### config.mk
export PLATFORM = sky130hd
export DESIGN_NAME = delimited_message_deframer_core
export DESIGN_NICKNAME = d
export VERILOG_FILES = /design/src/rtl/core/dmd_pkg.sv /design/src/rtl/core/dmd_window.sv /design/src/rtl/core/dmd_skid.sv /design/src/rtl/core/delimited_message_deframer_core.sv
export SDC_FILE = /design/constraint.sdc
export NUM_CORES = 1
export LEC_CHECK = 0
export BUFFER_PORTS_ARGS = -buffer_cell sky130_fd_sc_hd__buf_2
export CAP_MARGIN = 20
export CORE_UTILIZATION = 30
export DETAILED_ROUTE_END_ITERATION = 16
export PLACE_DENSITY = 0.52
export SETUP_SLACK_MARGIN = 0.02
export SLEW_MARGIN = 0
export SYNTH_ARGS = -nofsm -noshare
export SYNTH_HDL_FRONTEND = slang
export SYNTH_SLANG_ARGS = --single-unit
### constraint.sdc
create_clock -name clk -period 4.1 [get_ports clk]
set_clock_uncertainty 0.1 [all_clocks]
set_input_delay 1.025 -clock clk [delete_from_list [all_inputs] [get_ports clk]]
set_output_delay 1.025 -clock clk [all_outputs]
set_load 0.01 [all_outputs]
### src/rtl/core/dmd_pkg.sv
// Shared types and constants for the delimited message deframer.
// No dependencies; used by dmd_window, dmd_skid and the core top level.
package dmd_pkg;

    // widths fixed by the stream and the register map
    localparam int DATA_W         = 8;
    localparam int CFG_DATA_W     = 32;
    localparam int CFG_LEN_W      = 3;
    localparam int CFG_IDX_W      = 1;
    localparam int DELIM_REG_BYTES = 4;

    // default window depth (longest delimiter held)
    localparam int MAX_DELIM_LEN_DEF = 4;

    // register indexes
    localparam logic [CFG_IDX_W-1:0] CFG_DELIM_LENGTH = 1'b0;
    localparam logic [CFG_IDX_W-1:0] CFG_DELIM_BYTES  = 1'b1;

    // register reset values: two-byte delimiter, CR then LF
    localparam logic [CFG_LEN_W-1:0]  CFG_LEN_RESET   = 3'd2;
    localparam logic [CFG_DATA_W-1:0] CFG_BYTES_RESET = 32'h0000_0A0D;

    // one output request
    typedef struct packed {
        logic [DATA_W-1:0] message_byte;
        logic              byte_valid;
        logic              end_of_message;
    } dmd_result_t;

endpackage

### src/rtl/core/dmd_window.sv
// Match window and fill count, with the combinational step logic that
// compares, shifts and forms the result. Depends on dmd_pkg.
module dmd_window #(
    parameter int MAX_DELIM_LEN = dmd_pkg::MAX_DELIM_LEN_DEF
) (
    input  logic                                clk,
    input  logic                                rst_n,
    input  logic                                step,
    input  logic [dmd_pkg::DATA_W-1:0]          data_byte,
    input  logic [dmd_pkg::CFG_LEN_W-1:0]       delim_len,
    input  logic [dmd_pkg::CFG_DATA_W-1:0]      delim_bytes,
    output logic                                res_valid,
    output dmd_pkg::dmd_result_t                res
);
    import dmd_pkg::*;

    localparam int FILL_W = $clog2(MAX_DELIM_LEN + 1);
    localparam logic [3:0] MAX_L = 4'(MAX_DELIM_LEN);

    logic [MAX_DELIM_LEN-1:0][DATA_W-1:0] window_reg, window_next;
    logic [FILL_W-1:0]                    fill_reg, fill_next;

    logic [MAX_DELIM_LEN-1:0][DATA_W-1:0] delim;
    logic [MAX_DELIM_LEN-1:0][DATA_W-1:0] win_ins;
    logic [MAX_DELIM_LEN-1:0][DATA_W-1:0] win_shift;
    logic [3:0]                           len_wide;
    logic [FILL_W-1:0]                    len;
    logic [FILL_W-1:0]                    fill_inc;
    logic                                 match;

    // delimiter bytes, positions past the register compare against zero
    for (genvar g = 0; g < MAX_DELIM_LEN; g++)
    begin : g_delim
        if (g < DELIM_REG_BYTES)
        begin : g_reg
            assign delim[g] = delim_bytes[DATA_W*g +: DATA_W];
        end
        else
        begin : g_zero
            assign delim[g] = '0;
        end
    end

    // effective length, clamped to one .. window depth
    always_comb
    begin
        len_wide = {1'b0, delim_len};
        if (len_wide == 4'd0)
            len_wide = 4'd1;
        if (len_wide > MAX_L)
            len_wide = MAX_L;
        len = FILL_W'(len_wide);
    end

    assign fill_inc = fill_reg + FILL_W'(1);

    // window with the new byte written at the fill position
    always_comb
    begin
        for (int i = 0; i < MAX_DELIM_LEN; i++)
            win_ins[i] = (FILL_W'(i) == fill_reg) ? data_byte : window_reg[i];
    end

    // oldest byte dropped, new byte lands at the last held place
    always_comb
    begin
        for (int i = 0; i < MAX_DELIM_LEN - 1; i++)
            win_shift[i] = (FILL_W'(i + 1) == fill_reg) ? data_byte : window_reg[i + 1];
        win_shift[MAX_DELIM_LEN-1] =
            (FILL_W'(MAX_DELIM_LEN) == fill_reg) ? data_byte : '0;
    end

    // compare the leading len bytes against the delimiter
    always_comb
    begin
        match = 1'b1;
        for (int i = 0; i < MAX_DELIM_LEN; i++)
            if ((FILL_W'(i) < len) && (win_ins[i] != delim[i]))
                match = 1'b0;
    end

    // step decision
    always_comb
    begin
        window_next = window_reg;
        fill_next   = fill_reg;
        res_valid   = 1'b0;
        res         = '0;
        if (step)
        begin
            if (fill_reg >= len)
            begin
                // stale window after a shorter length: drain one byte
                window_next      = win_shift;
                res_valid        = 1'b1;
                res.message_byte = win_ins[0];
                res.byte_valid   = 1'b1;
            end
            else if (fill_inc < len)
            begin
                window_next = win_ins;
                fill_next   = fill_inc;
            end
            else if (match)
            begin
                window_next        = '0;
                fill_next          = '0;
                res_valid          = 1'b1;
                res.end_of_message = 1'b1;
            end
            else
            begin
                window_next      = win_shift;
                res_valid        = 1'b1;
                res.message_byte = win_ins[0];
                res.byte_valid   = 1'b1;
            end
        end
    end

    // window state
    always_ff @(posedge clk or negedge rst_n)
    begin
        if (!rst_n)
        begin
            window_reg <= '0;
            fill_reg   <= '0;
        end
        else
        begin
            window_reg <= window_next;
            fill_reg   <= fill_next;
        end
    end

endmodule

### src/rtl/core/dmd_skid.sv
// Two-entry result buffer between the step logic and the output channel.
// Depends on dmd_pkg for the result type.
module dmd_skid (
    input  logic                  clk,
    input  logic                  rst_n,
    input  logic                  push,
    input  dmd_pkg::dmd_result_t  push_data,
    input  logic                  pop,
    output logic                  head_valid,
    output dmd_pkg::dmd_result_t  head_data,
    output logic                  full
);
    import dmd_pkg::*;

    dmd_result_t slot0_reg, slot0_next;
    dmd_result_t slot1_reg, slot1_next;
    logic [1:0]  count_reg, count_next;

    assign head_valid = (count_reg != 2'd0);
    assign head_data  = slot0_reg;
    assign full       = (count_reg == 2'd2);

    // slot movement
    always_comb
    begin
        slot0_next = slot0_reg;
        slot1_next = slot1_reg;
        count_next = count_reg;
        if (push && pop)
        begin
            if (count_reg == 2'd1)
                slot0_next = push_data;
            else
            begin
                slot0_next = slot1_reg;
                slot1_next = push_data;
            end
        end
        else if (pop)
        begin
            slot0_next = slot1_reg;
            count_next = count_reg - 2'd1;
        end
        else if (push)
        begin
            if (count_reg == 2'd0)
                slot0_next = push_data;
            else
                slot1_next = push_data;
            count_next = count_reg + 2'd1;
        end
    end

    // occupancy
    always_ff @(posedge clk or negedge rst_n)
    begin
        if (!rst_n)
            count_reg <= 2'd0;
        else
            count_reg <= count_next;
    end

    // payload slots
    always_ff @(posedge clk)
    begin
        slot0_reg <= slot0_next;
        slot1_reg <= slot1_next;
    end

endmodule

### src/rtl/core/delimited_message_deframer_core.sv
// Top level of the delimited message deframer: configuration registers,
// match window and result buffer. Depends on dmd_pkg, dmd_window, dmd_skid.
//
//  channel   | valid / stall          | payload
//  ----------+------------------------+------------------------------------------
//  input     | data_valid / data_stall| data_byte
//  output    | msg_valid / msg_stall  | message_byte, byte_valid, end_of_message
//  config    | cfg_write_enable       | cfg_index, cfg_write_data
//
// One input byte is taken per cycle while data_stall is low. Its result, if any, is
// formed in the accepting cycle and shown on the output the following cycle when the
// buffer is empty. The one register stage on this path is the result buffer; an older
// request still waiting in the buffer delays the result further.
// Reset clears the window, the buffer and loads CR LF as delimiter.
// data_stall rises only when both buffer entries hold undelivered requests.
module delimited_message_deframer_core #(
    parameter int MAX_DELIM_LEN = dmd_pkg::MAX_DELIM_LEN_DEF
) (
    input  logic                              clk,
    input  logic                              rst_n,
    input  logic                              data_valid,
    output logic                              data_stall,
    input  logic [dmd_pkg::DATA_W-1:0]        data_byte,
    output logic                              msg_valid,
    input  logic                              msg_stall,
    output logic [dmd_pkg::DATA_W-1:0]        message_byte,
    output logic                              byte_valid,
    output logic                              end_of_message,
    input  logic                              cfg_write_enable,
    input  logic [dmd_pkg::CFG_IDX_W-1:0]     cfg_index,
    input  logic [dmd_pkg::CFG_DATA_W-1:0]    cfg_write_data
);
    import dmd_pkg::*;

    logic [CFG_LEN_W-1:0]  delim_len_reg;
    logic [CFG_DATA_W-1:0] delim_bytes_reg;
    logic                  accept;
    logic                  res_valid;
    dmd_result_t           res;
    dmd_result_t           head;
    logic                  buf_full;

    // configuration registers
    always_ff @(posedge clk or negedge rst_n)
    begin
        if (!rst_n)
        begin
            delim_len_reg   <= CFG_LEN_RESET;
            delim_bytes_reg <= CFG_BYTES_RESET;
        end
        else if (cfg_write_enable)
        begin
            unique case (cfg_index)
                CFG_DELIM_LENGTH: delim_len_reg   <= cfg_write_data[CFG_LEN_W-1:0];
                CFG_DELIM_BYTES:  delim_bytes_reg <= cfg_write_data;
                default: ;
            endcase
        end
    end

    // input handshake
    assign data_stall = buf_full;
    assign accept     = data_valid && !buf_full;

    // window step
    dmd_window #(
        .MAX_DELIM_LEN (MAX_DELIM_LEN)
    ) u_window (
        .clk         (clk),
        .rst_n       (rst_n),
        .step        (accept),
        .data_byte   (data_byte),
        .delim_len   (delim_len_reg),
        .delim_bytes (delim_bytes_reg),
        .res_valid   (res_valid),
        .res         (res)
    );

    // result buffer
    dmd_skid u_skid (
        .clk        (clk),
        .rst_n      (rst_n),
        .push       (res_valid),
        .push_data  (res),
        .pop        (msg_valid && !msg_stall),
        .head_valid (msg_valid),
        .head_data  (head),
        .full       (buf_full)
    );

    // output payload
    assign message_byte   = head.message_byte;
    assign byte_valid     = head.byte_valid;
    assign end_of_message = head.end_of_message;

endmodule

==> results of run 1 <==
==> worst max-delay path, stage by stage (launching register included) <==
cell     delay, ns
dfrtp_1       0.43
inv_1         0.11
ha_1          0.33
ha_1          0.30
a21o_1        0.16
a21oi_1       0.37
nand2_1       0.24
nand2_1       0.25
inv_1         0.13
ha_1          0.24
or3_1         0.37
a21oi_1       0.15
buf_4         0.21
==> how the worst max path moves through the flow <==
stage	start	end	slack, ns
5_1_grt	u_window.fill_reg[0]$_DFFE_PN0P_	u_skid.slot1_reg[4]$_DFFE_PP_	0.21
4_1_cts	u_window.fill_reg[0]$_DFFE_PN0P_	u_skid.slot1_reg[4]$_DFFE_PP_	0.42
2_1_floorplan	delim_len_reg[1]$_DFFE_PN1P_	u_skid.head_data[1]$_DFFE_PP_	0.41
3_5_place_dp	u_window.fill_reg[0]$_DFFE_PN0P_	u_skid.slot1_reg[5]$_DFFE_PP_	0.43
6_report	u_window.fill_reg[0]$_DFFE_PN0P_	u_skid.slot1_reg[8]$_DFFE_PP_	0.41
3_3_place_gp	u_window.fill_reg[0]$_DFFE_PN0P_	u_skid.slot1_reg[5]$_DFFE_PP_	0.46
==> cell families after synthesis <==
logic type	after synthesis	synth area share, %
and+or+nand+nor	120	10.8
AOI/OAI and AO/OA	104	15.8
DFF	92	47.1
buffers and inverters	55	4.99
xor gates and xnor gates	45	7.71
muxes	44	9.72
adders and majority gates	16	3.92
==> cells in the mapped netlist (all sizes together) (2+ instances only) <==
library cell   n
nor4           2
mux2i          9
o221ai        23
and2           2
o2111ai        2
a2bb2oi        3
nor2b          4
mux2          35
and3           2
nand3          5
xnor2         21
or3            2
inv           33
nand4          4
nor2          23
o31ai         17
a21o           3
a21oi         18
o21ai         12
a22o           2
o211ai         4
a22oi         10
nand2         58
clkbuf         5
edfxtp        20
or2            3
dfstp          6
ha            16
dfrtp         66
buf           17
a221oi         3
a32oi          2
nor3           8
xor2          24
nand2b         6
==> cells in the final DEF (no fill, tap or decap), types with 9 or more instances in the layout <==
| cell | instances |
|---|---|
| xor2_1 | 24 |
| buf_2 | 57 |
| a22oi_1 | 10 |
| mux2_2 | 35 |
| edfxtp_1 | 20 |
| buf_4 | 12 |
| inv_1 | 33 |
| a21oi_1 | 17 |
| xnor2_1 | 21 |
| clkbuf_16 | 9 |
| nand2_1 | 57 |
| ha_1 | 16 |
| o31ai_1 | 16 |
| o221ai_1 | 23 |
| nor2_1 | 23 |
| dfrtp_1 | 66 |
==> layout make-up <==
class / instances / area [µm²]
Multi-Input combinational cell: 329 / 2450
Tap cell: 220 / 275
Clock buffer: 9 / 225
Timing Repair Buffer: 69 / 375
Inverter: 33 / 124
Fill cell: 1687 / 10700
Sequential cell: 92 / 2410
Clock inverter: 7 / 58.8
==> routing by layer <==
metal / vias to the layer above / GRT usage, % / part of all wire [%]
met5: - / 0 / 0
met4: 0 / 8.81 / 3.5
met3: 29 / 2.53 / 4.5
met2: 125 / 25.7 / 46
met1: 1897 / 23.0 / 47
li1: 1824 / - / -
==> where the power goes <==
part	internal (mW)	total, mW	switching, mW
clock network	0.421	0.807	0.386
logic	0.714	1.79	1.08
registers	1.28	1.51	0.226
==> stage by stage <==
stage,utilization (%),cell area (µm²)
detailed placement,34.0,5640
global route,35.7,5920
finish,35.7,5920
global placement,34.0,5640
floorplan,-,5110
CTS,35.7,5920
==> results.yml, run 1 <==
worst_setup_path:
  crit_path_end_kind: "flip-flop"
  reg2reg_depth: 12
  start_kind: "flip-flop"
  crit-reg2reg-launch: "u_window.fill_reg[0]$_DFFE_PN0P_"
  cp_max_fo: 10
  r2r_end: "u_skid.slot1_reg[8]$_DFFE_PP_"
  r2r_slack_ns: 0.41
  cp_data_arrival_time_ns: 3.65
  cp.required_ns: 4.06
  worst-setup-path-type: "reg -> reg"
final_layout:
  nets: 596
  instances_no_fill: 759
  antennaDiodeCount: 0
  drive_gt1_share_pct: 26.0
  areaGrowthSynthToFinish_pct: 15.8
min_path:
  hp-start: "u_skid.count_reg[0]$_DFFE_PN0P_"
  hold_end: "u_skid.count_reg[0]$_DFFE_PN0P_"
  worstHoldPathType: "reg -> reg"
  min_path_cells: 1
synthesis:
  syn_inst: 476
  ys_ff_latch: 92
  synth_ff_type: "dfrtp_1"
  yosysTopAreaCell: "dfrtp_1"
  synth.avg_cell_area_um2: 10.7
  ys.warnings.count: 0
  synth_top_area_share_pct: 32.3
  synth-seq-area-share_pct: 47.1
  synth_async_sr_flop_share_pct: 78.3
  synth_fp_nets: 538
  synth.area.top_cells: "dfrtp_1 (32%), edfxtp_1 (12%), mux2_2 (7.7%)"
  netlist_area_mm2: 0.00511
  synth_cell_types: 54
  synth_edf_count: 20
drt:
  ant_nets: 0
  via_per_inst: 5.11
  wirelength_mm: 14.0
  drcViolationCount: 0
  num_vias: 3875
  drtIter0Drc: 337
  post_drt_wl_per_cell_um: 18.4
  firstDrtPassIters: 5
status:
  status: "completed"
clock_tree:
  ctsHoldBuffers: 0
  cts_buffers: 9
  cts_tree: "yes"
  clk_path_buf_depth: 2
  clock-sinks: 92
  post_cts_resized: 0
  cts_root_buf: "clkbuf_16"
  cts_setup_buffers: 0
  clk_latency_ns: 0.36
  htreeDepth: 3
  clkTransAtPathRegs_ns: 0.07
timing:
  whs_ns: 0.408
  setup_violations: 0
  tightest_slew_ns: 0.758
  worst_slack_ns: 0.411
  period_needed_ns: 3.69
  final_hold_viol_count: 0
  fin_crit_sh_pct: 90.0
  rsz0062_at_grt: "no"
  tns_ns: 0
  worst_slew_margin_rel_pct: 49.5
  max_freq_ghz: 0.271
  final-max-slew-violation-count: 0
power_and_ir_drop:
  leakage_nw: 2.47
  ir_drop_mv: 0.256
  power_mw: 4.11
  power.density_mw_per_mm2: 694
placement:
  place.gp.congestion: 0.940
  io_buffers: 57
  place_hpwl_mm: 10.6
  place_ws_ns: 0.430
  placed_cells: 743
grt:
  grt_pass1_vias: 3919
  grt_start_max_net_pins: 33
  grt_util_all_layers_pct: 16.8
  gr-total-overflow: 0
  grt_pass1_wl_mm: 22.7
  antenna_found_initial: 0
die:
  ios: 58
  die_area_mm2: 0.0176
  die_x_um: 133
  die_h_um: 133
  coreArea_mm2: 0.0166
  initial_utilization_pct: 30.8
  rows: 47
job:
  drv_cap: 0
Power figures use the tool's default switching activity.
==> run 2, diff against run 1 <==
--- a/config.mk
+++ b/config.mk
@@ -5,11 +5,12 @@
 export SDC_FILE = /design/constraint.sdc
 export NUM_CORES = 1
 export LEC_CHECK = 0
+export ABC_AREA = 1
 export BUFFER_PORTS_ARGS = -buffer_cell sky130_fd_sc_hd__buf_2
 export CAP_MARGIN = 20
 export CORE_UTILIZATION = 30
 export DETAILED_ROUTE_END_ITERATION = 16
-export PLACE_DENSITY = 0.52
+export PLACE_DENSITY = 0.51
 export SETUP_SLACK_MARGIN = 0.02
 export SLEW_MARGIN = 0
 export SYNTH_ARGS = -nofsm -noshare
==> results.yml, run 2 <==
final_layout:
  drive_gt1_share_pct: 14.3
  antennaDiodeCount: 0
  post-route-util_pct: 35.8
  areaGrowthSynthToFinish_pct: 15.2
  final_common_cell: "nand2_1"
  final_cell_mix: "nand2_1 (235), inv_1 (75), dfrtp_1 (66)"
  nets: 831
worst_setup_path:
  worst-setup-path-type: "reg -> reg"
  crit_path_end_kind: "flip-flop"
  crit_chain: "ha_1 -> ha_1 -> inv_1 -> ha_1 -> nand2_1 -> nor2_1 -> a211oi_1 -> nand2_1 -> inv_1 -> nor2_1 -> ha_1 -> inv_1 -> nand2_1 -> nand3_1 -> nand2_1"
  cp.required_ns: 4.11
  cp_max_fo: 19
  cp_data_arrival_time_ns: 3.46
  r2r_slack_ns: 0.65
  cpPeakStageDelay_ns: 0.42
  critPathSlowestCell: "dfrtp_1"
  reg2reg_depth: 15
  start_kind: "flip-flop"
  crit-reg2reg-launch: "u_window.fill_reg[0]$_DFFE_PN0P_"
  r2r_end: "u_skid.head_data[2]$_DFFE_PP_"
clock_tree:
  clk_latency_ns: 0.36
  cts_setup_buffers: 0
  clk_path_buf_depth: 2
  cts_root_buf: "clkbuf_16"
  htreeDepth: 3
  ctsHoldBuffers: 0
  cts_tree: "yes"
  clkTransAtPathRegs_ns: 0.06
  cts_buffers: 9
  clock-sinks: 92
  post_cts_resized: 0
synthesis:
  yosysTopAreaCell: "dfrtp_1"
  synth.area.top_cells: "dfrtp_1 (30%), nand2_1 (16%), edfxtp_1 (11%)"
  synth_cell_types: 31
  ys.warnings.count: 0
  netlist_top_cells_count: "nand2_1 (236), inv_1 (75), dfrtp_1 (66)"
  ys_ff_latch: 92
  synth_ff_type: "dfrtp_1"
  synth_edf_count: 20
  synth_async_sr_flop_share_pct: 78.3
  synth_top_area_share_pct: 30.4
  synth_fp_nets: 780
  synth.avg_cell_area_um2: 7.57
  syn_inst: 718
  synth-seq-area-share_pct: 44.3
  netlist_area_mm2: 0.00543
  yosysMostFrequentCell: "nand2_1"
power_and_ir_drop:
  p_comb_share_pct: 50.0
  switchingPower_mw: 2.14
  sequentialPowerShare_pct: 31.2
  clock_power_share_pct: 18.8
  internal_power_mw: 2.63
  p_sw_share_pct: 44.9
  power.density_mw_per_mm2: 761
  ir_drop_mv: 0.357
  leakage_nw: 3.12
drt:
  drtIter0Drc: 326
  drcViolationCount: 0
  post_drt_wl_per_cell_um: 15.3
  firstDrtPassIters: 5
  wirelength_mm: 15.3
  ant_nets: 0
  num_vias: 4820
  via_per_inst: 4.82
timing:
  max_freq_ghz: 0.290
  final-max-slew-violation-count: 0
  tns_ns: 0
  final_hold_viol_count: 0
  worst_slew_margin_rel_pct: 34.3
  fin_crit_sh_pct: 84.0
  tightest_slew_ns: 0.986
  setup_violations: 0
  period_needed_ns: 3.45
  rsz0062_at_grt: "no"
  worst_slack_ns: 0.654
placement:
  place.gp.congestion: 0.850
  place_hpwl_mm: 11.0
  io_buffers: 57
  place_ws_ns: 0.658
min_path:
  hp-start: "u_window.window_reg[2]$_DFFE_PN0P_"
  min_path_cells: 2
  worstHoldPathType: "reg -> reg"
  hold_end: "u_window.window_reg[2]$_DFFE_PN0P_"
die:
  coreArea_mm2: 0.0175
  die_area_mm2: 0.0187
  die_h_um: 137
  die_x_um: 137
  rows: 48
  ios: 58
  initial_utilization_pct: 31.1
grt:
  grt_pass1_vias: 4565
  antenna_found_initial: 0
  grt_util_all_layers_pct: 17.8
  grt_pass1_wl_mm: 24.9
  grt_start_max_net_pins: 73
  gr-total-overflow: 0
job:
  drv_cap: 0
status:
  status: "completed"
-- run 2: changes by cell type after synthesis, sizes merged, moves of 19 or more --
| cell | change |
|---|---|
| o221ai | -23 |
| mux2 | -23 |
| xor2 | -22 |
| xnor2 | -19 |
| inv | +43 |
| nor2 | +33 |
| nand3 | +58 |
| nand2 | +182 |
| a21oi | +33 |
-- run 2: kinds of logic (layout without fill, tap and decap cells) --
family | count (synthesis) | in the layout | share of synthesized area, %
and+or+nand+nor | 393 | 393 | 30.7
xor gates and xnor gates | 4 | 4 | 0.645
muxes | 12 | 12 | 2.49
buffers and inverters | 103 | 159 | 7.90
adders and majority gates | 16 | 16 | 3.68
AOI/OAI and AO/OA | 98 | 98 | 10.2
DFF | 92 | 92 | 44.3
-- run 2: layout make-up --
cell class	count	area, µm²
fillers	1859	11200
repair buffers	67	363
clock inverters	7	91.3
flip-flops and latches	92	2410
well taps	225	282
inverters	76	285
clock buffers	9	225
multi-input cells	523	2610
-- run 2: layer usage --
metal  share of wire [%]  up-vias  GRT usage, %
li1                    -     2437             -
met1                  48     2222          24.8
met2                  44      138          27.4
met3                 5.4       23          3.11
met4                 2.3        0          6.85
met5                   0        -             0
-- run 2: worst max-delay path, delay by kind of cell, from the launching register on --
kind / cells / cell delay, ns
AO/OA/AOI/OAI: 1 / 0.30
adder cells (fa/ha/maj): 4 / 0.96
buffers and inverters: 3 / 0.46
flip-flops: 1 / 0.42
AND/OR/NAND/NOR: 7 / 0.95
-- run 2: worst max-delay path by stage --
stage | startpoint | endpoint | slack, ns | depth (start not counted)
global route | u_window.fill_reg[0]$_DFFE_PN0P_ | u_skid.head_data[5]$_DFFE_PP_ | 0.27 | 16
finish | u_window.fill_reg[0]$_DFFE_PN0P_ | u_skid.head_data[2]$_DFFE_PP_ | 0.65 | 15
floorplan | u_window.fill_reg[2]$_DFFE_PN0P_ | u_skid.slot1_reg[0]$_DFFE_PP_ | 0.13 | 17
CTS | u_window.fill_reg[0]$_DFFE_PN0P_ | u_skid.head_data[6]$_DFFE_PP_ | 0.65 | 16
detailed placement | u_window.fill_reg[0]$_DFFE_PN0P_ | u_skid.head_data[7]$_DFFE_PP_ | 0.66 | 15
global placement | u_window.fill_reg[0]$_DFFE_PN0P_ | u_skid.head_data[7]$_DFFE_PP_ | 0.74 | 15
-- run 2: power groups by stage --
stage	sequential, mW	clock [mW]	combinational, mW
after floorplan	1.49	0	1.69
after global placement	1.50	0	2.38
after detailed placement	1.50	0	2.39
after CTS	1.48	0.926	2.40
after global routing	1.53	0.950	2.71
final	1.49	0.896	2.38
-- run 2: through the flow --
step | power, mW | std cells | instance area, µm² | hold slack, ns
2_1_floorplan | 3.18 | 718 | 5440 | 0.353
3_3_place_gp | 3.89 | 983 | 5940 | 0.376
3_5_place_dp | 3.89 | 983 | 5940 | 0.376
4_1_cts | 4.81 | 999 | 6260 | 0.392
5_1_grt | 5.19 | 999 | 6260 | 0.410
6_report | 4.77 | 999 | 6260 | 0.389
